`config.mk`:
```
export PLATFORM = sky130hd
export DESIGN_NAME = sip_back
export DESIGN_NICKNAME = d
export VERILOG_FILES = /design/src/design/sip_pkg.sv /design/src/design/sip_back.sv
export SDC_FILE = /design/constraint.sdc
export NUM_CORES = 1
export LEC_CHECK = 0
export ABC_AREA = 1
export BUFFER_PORTS_ARGS = -buffer_cell sky130_fd_sc_hd__buf_2
export CAP_MARGIN = 20
export CORE_MARGIN = 1.5
export CORE_UTILIZATION = 55
export DETAILED_ROUTE_END_ITERATION = 10
export GPL_ROUTABILITY_DRIVEN = 0
export PLACE_DENSITY_LB_ADDON = 0.15
export REMOVE_ABC_BUFFERS = 1
export SYNTH_ARGS = -nofsm -noshare
export SYNTH_HDL_FRONTEND = slang
export SYNTH_SLANG_ARGS = --single-unit
export TNS_END_PERCENT = 50
```
`constraint.sdc`:
```
create_clock -name aclk -period 7.45 [get_ports aclk]
set_input_delay 0.3725 -clock aclk [delete_from_list [all_inputs] [get_ports aclk]]
set_output_delay 0.3725 -clock aclk [all_outputs]
set_load 0.1 [all_outputs]
```
`src/design/sip_pkg.sv`:
```
// Shared widths, word types and constants for the segment intersection block.
// No dependencies; every other file of the block refers to it by scoped names.
package sip_pkg;

    localparam int CoordW = 32;   // Q16.16 coordinate
    localparam int DiffW  = 33;   // difference of two coordinates
    localparam int ProdW  = 66;   // product of two differences
    localparam int CrossW = 67;   // denominator and numerators
    localparam int DivW   = 68;   // divider remainder and divisor
    localparam int QuoW   = 35;   // quotient bits, one divider stage each
    localparam int TolW   = 30;
    localparam int HiW    = 35;   // upper slice of a numerator
    localparam int HiPW   = 68;   // upper partial product
    localparam int VW     = 100;  // numerator times direction
    localparam int XW     = 104;  // offset dividend of the point division

    // Quotient offsets: the point quotient is biased by 2^34, and the window
    // quotient of (num + den) * 2^30 / den is biased by 2^30.
    localparam logic [QuoW-1:0] QuoOffset = 35'h4_0000_0000;
    localparam logic [QuoW-1:0] LowBase   = 35'h0_4000_0000;
    localparam logic [QuoW-1:0] HighBase  = 35'h0_8000_0000;
    localparam logic [TolW-1:0] TolReset  = 30'd1;

    typedef struct packed {
        logic signed [CoordW-1:0] first_start_x;
        logic signed [CoordW-1:0] first_start_y;
        logic signed [CoordW-1:0] first_end_x;
        logic signed [CoordW-1:0] first_end_y;
        logic signed [CoordW-1:0] second_start_x;
        logic signed [CoordW-1:0] second_start_y;
        logic signed [CoordW-1:0] second_end_x;
        logic signed [CoordW-1:0] second_end_y;
    } sip_in_t;

    typedef struct packed {
        logic                     hit;
        logic                     parallel;
        logic signed [CoordW-1:0] cross_x;
        logic signed [CoordW-1:0] cross_y;
    } sip_out_t;

    typedef struct packed {
        logic [DivW-1:0] rem;
        logic [QuoW-1:0] num;
        logic [DivW-1:0] dvs;
    } sip_div_in_t;

    typedef struct packed {
        logic [QuoW-1:0] quo;
        logic            rem_nz;
    } sip_div_out_t;

    typedef struct packed {
        logic                     par;
        logic                     pre_s;
        logic                     pre_t;
        logic signed [CoordW-1:0] p1x;
        logic signed [CoordW-1:0] p1y;
    } sip_side_t;

    typedef struct packed {
        sip_div_in_t div_s;
        sip_div_in_t div_t;
        sip_div_in_t div_x;
        sip_div_in_t div_y;
        sip_side_t   side;
    } sip_fe_t;

endpackage

```
`src/design/sip_back.sv`:
```
// Back end: window tests on the two position quotients, point rounding and
// saturation, and the output register. Uses sip_pkg.
module sip_back (
    input  logic                         aclk,
    input  logic                         aresetn,
    input  logic                         en,
    input  logic                         in_valid,
    input  sip_pkg::sip_div_out_t        q_s,
    input  sip_pkg::sip_div_out_t        q_t,
    input  sip_pkg::sip_div_out_t        q_x,
    input  sip_pkg::sip_div_out_t        q_y,
    input  sip_pkg::sip_side_t           side,
    input  logic [sip_pkg::TolW-1:0]     tol,
    output logic                         out_valid,
    output sip_pkg::sip_out_t            out_data
);

    logic                 m_valid_reg;
    sip_pkg::sip_out_t    m_data_reg;
    sip_pkg::sip_out_t    m_data_next;
    logic                 in_s, in_t, hit;

    // q is floor((num + den) * 2^30 / den); the window is [2^30 - tol, 2^31 + tol].
    function automatic logic in_window(input logic [sip_pkg::QuoW-1:0] q,
                                       input logic nz, input logic pre,
                                       input logic [sip_pkg::TolW-1:0] t);
        logic [sip_pkg::QuoW-1:0] lo_b;
        logic [sip_pkg::QuoW-1:0] hi_b;
        lo_b = sip_pkg::LowBase - {5'd0, t};
        hi_b = sip_pkg::HighBase + {5'd0, t};
        return pre && (q >= lo_b) && ((q < hi_b) || ((q == hi_b) && !nz));
    endfunction

    function automatic logic [sip_pkg::CoordW-1:0] point(
            input logic [sip_pkg::QuoW-1:0] q, input logic signed [sip_pkg::CoordW-1:0] p);
        logic signed [36:0] sum;
        sum = $signed({2'b00, q}) - $signed({2'b00, sip_pkg::QuoOffset})
            + $signed({{5{p[31]}}, p});
        if (sum[36:31] == 6'b000000 || sum[36:31] == 6'b111111) begin
            return sum[31:0];
        end else if (sum[36]) begin
            return 32'h8000_0000;
        end else begin
            return 32'h7FFF_FFFF;
        end
    endfunction

    assign in_s = in_window(q_s.quo, q_s.rem_nz, side.pre_s, tol);
    assign in_t = in_window(q_t.quo, q_t.rem_nz, side.pre_t, tol);
    assign hit  = !side.par && in_s && in_t;

    always_comb begin
        m_data_next.hit      = hit;
        m_data_next.parallel = side.par;
        m_data_next.cross_x  = hit ? point(q_x.quo, side.p1x) : '0;
        m_data_next.cross_y  = hit ? point(q_y.quo, side.p1y) : '0;
    end

    always_ff @(posedge aclk) begin
        if (!aresetn) begin
            m_valid_reg <= 1'b0;
        end else if (en) begin
            m_valid_reg <= in_valid;
        end
    end

    always_ff @(posedge aclk) begin
        if (en) begin
            m_data_reg <= m_data_next;
        end
    end

    assign out_valid = m_valid_reg;
    assign out_data  = m_data_reg;

    logic unused_nz;
    assign unused_nz = q_x.rem_nz ^ q_y.rem_nz;

endmodule

```
==> metrics.yaml <==
synthesis:
  ys_seq_area_share_pct: 16.9
  ys_ff_latch: 67
  yosys-top-cells-count: "nand2_1 (541), inv_1 (250), ha_1 (187)"
  yosys.cell_count.top_type: "nand2_1"
  yosysTopAreaCell: "ha_1"
  synth_edf_count: 66
  synth.distinct_cells: 47
  yosys_warnings: 0
  dominantRegCellSynth: "edfxtp_1"
  synth_area_um2: 11900
  synth_top_area_share_pct: 19.7
  async_reset_ff_share_pct: 0
  syn_avg_cell_area_um2: 6.65
  synth_top_cells_by_area: "ha_1 (20%), nand2_1 (17%), edfxtp_1 (17%), inv_1 (7.9%), a21oi_1 (6.7%)"
  synthesis.instances: 1782
placement:
  dpl.hpwl_mm: 29.1
  pre_cts_slack_ps: 2360
  io_buffers: 309
  dp_cells: 2348
cts:
  clock_latency_ps: 350
  ctsHoldBuffers: 0
  cts_resized: 0
  clkTransAtPathRegs_ps: 70
  cts-buffers-inserted: 9
  cts.sinks: 67
  post_cts_buffers: 0
  cts_buffer_depth: 2
  h-tree-depth: 3
  cts_tree: "done"
  root_buffer: "clkbuf_16"
drt:
  drc: 0
  vias_per_cell: 5.27
  dr.first_iter.drc_count: 811
  vias: 12500
  drt_first_pass_iters: 7
  antenna_left: 0
  wire_per_inst_um: 14.5
  wl_mm: 34.5
finish:
  seq_area_um2: 2000
  fin_cells: 2369
  fin_nets: 2518
  drive_gt1_share_pct: 20.9
  multi_input_area_um2: 8660
  fillers: 1990
  syn_to_final_growth_pct: 17.0
floorplanning:
  die_h_um: 150
  fp.dieW_um: 150
  pin_count: 312
  dieArea_um2: 22400
  core.rowCount: 53
  core-area_um2: 21100
  initial_core_util_pct: 56.2
setup_path:
  path_class: "in2reg"
  crit_path_max_fanout: 65
  cp.required_ps: 7630
  start_kind: "input pin"
  end_kind: "flop"
  cp.arrival_ps: 4920
timing:
  drv_slew: 0
  worst_pin_slew_ps: 984
  slew-limit-headroom_pct: 34.4
  setup_tns_ps: 0
  whs_ps: 212
  fin_ws_ps: 2710
  finalSetupViolations: 0
  fmax_ghz: 0.211
  fin_crit_sh_pct: 63.7
  fin_crit_ps: 4740
  fin_skew_ps: 0
  hold_violations: 0
  rsz0062_at_grt: "no"
global_routing:
  grt.overflow.total: 0
  antenna_found_initial: 4
  gr-usage-all-layers_pct: 30.2
  grt_max_degree: 69
  grt_pass1_wl_mm: 53.9
  grt_pass1_vias: 11500
pwr:
  ir_drop_mv: 0.0926
  power_uw: 1880
  pwr_density_cell_nw_per_um2: 136
  p_leak_uw: 0.00747
run:
  cap_viol_max_count: 0
worst_hold_path:
  worstHoldPathType: "in2reg"
run_status:
  outcome: "finished, final reports clean"
## cell type report
class	count	share of cell area (%)
flip-flops and latches	67	14.4
diodes	5	0.0902
well taps	275	2.48
clock inverters	7	0.595
multi-input cells	1430	62.4
inverters	266	7.20
clock buffers	9	1.62
repair buffers	310	11.2
## per-stage QoR
stage               area, um^2  utilization (%)
floorplan                11600                -
detailed placement       13600             64.3
global placement         13600             64.3
global route             13900             65.7
finish                   13900             65.8
CTS                      13900             65.7
## routing by layer
layer	share of wire, %	global-route usage (%)	vias to the layer above
met4	1.7	7.60	0
met2	46	51.7	497
met1	43	39.5	5529
li1	-	-	6413
met5	0	0	-
met3	8.9	4.94	48
## placed cells by master, fill, tap and decap left out, types with 4 or more instances in the layout
cell,instances
diode_2,5
nor3_1,21
a31oi_1,9
nor2_1,157
nand2_2,10
o21ai_0,38
ha_1,187
inv_2,15
xnor2_1,27
xor2_1,52
nor4_1,7
buf_2,309
inv_1,250
nand3b_1,4
clkbuf_16,9
nand3_2,7
and2_1,4
nand2_1,541
nor2_2,16
nand3_1,62
o21bai_1,18
edfxtp_1,66
nor2_4,53
a21o_1,7
a21oi_1,158
nand4_1,27
## worst max-delay path, cell delays in order
cell and delay [ps]:
buf_2 110, inv_1 110, ha_1 200, nand2_1 70, nor2_2 320, nand2_1 170, inv_1 120, nand4_1 100
nor2_1 100, inv_1 80, nor4_1 560, nand2_1 200, nor2_1 180, nand4_1 140, ha_1 340, nand4_1 150
nor3_1 180, nand4_1 100, nor2_1 90, a31oi_1 110, a21oi_2 260, nand2_8 550, nor2_1 290
## flip-flops by register name (all words and copies together), names as in the netlist
register,flops
out_data,66
out_valid,1
## power by group
group	total (uW)	internal, uW	switching [uW]
clock	461	265	196
combinational	985	307	678
sequential	438	432	5.46
total	1880	1000	880
## worst paths after layout
path         startpoint            to  slack (ps)  cells past startpoint
max              tol[1]  out_data[26]        2710                     23
min            side[66]  out_data[64]         210                      1
max reg2reg   out_valid     out_valid        6780                      2
min reg2reg   out_valid     out_valid         550                      2
## kinds of logic after synthesis
kind of cell / synth area share (%)
buffers and inverters: 10.2
adders and majority gates: 20.1
xor gates and xnor gates: 6.03
DFF: 16.9
and+or+nand+nor: 35.6
AOI/OAI and AO/OA: 11.2
Power figures use the tool's default switching activity.
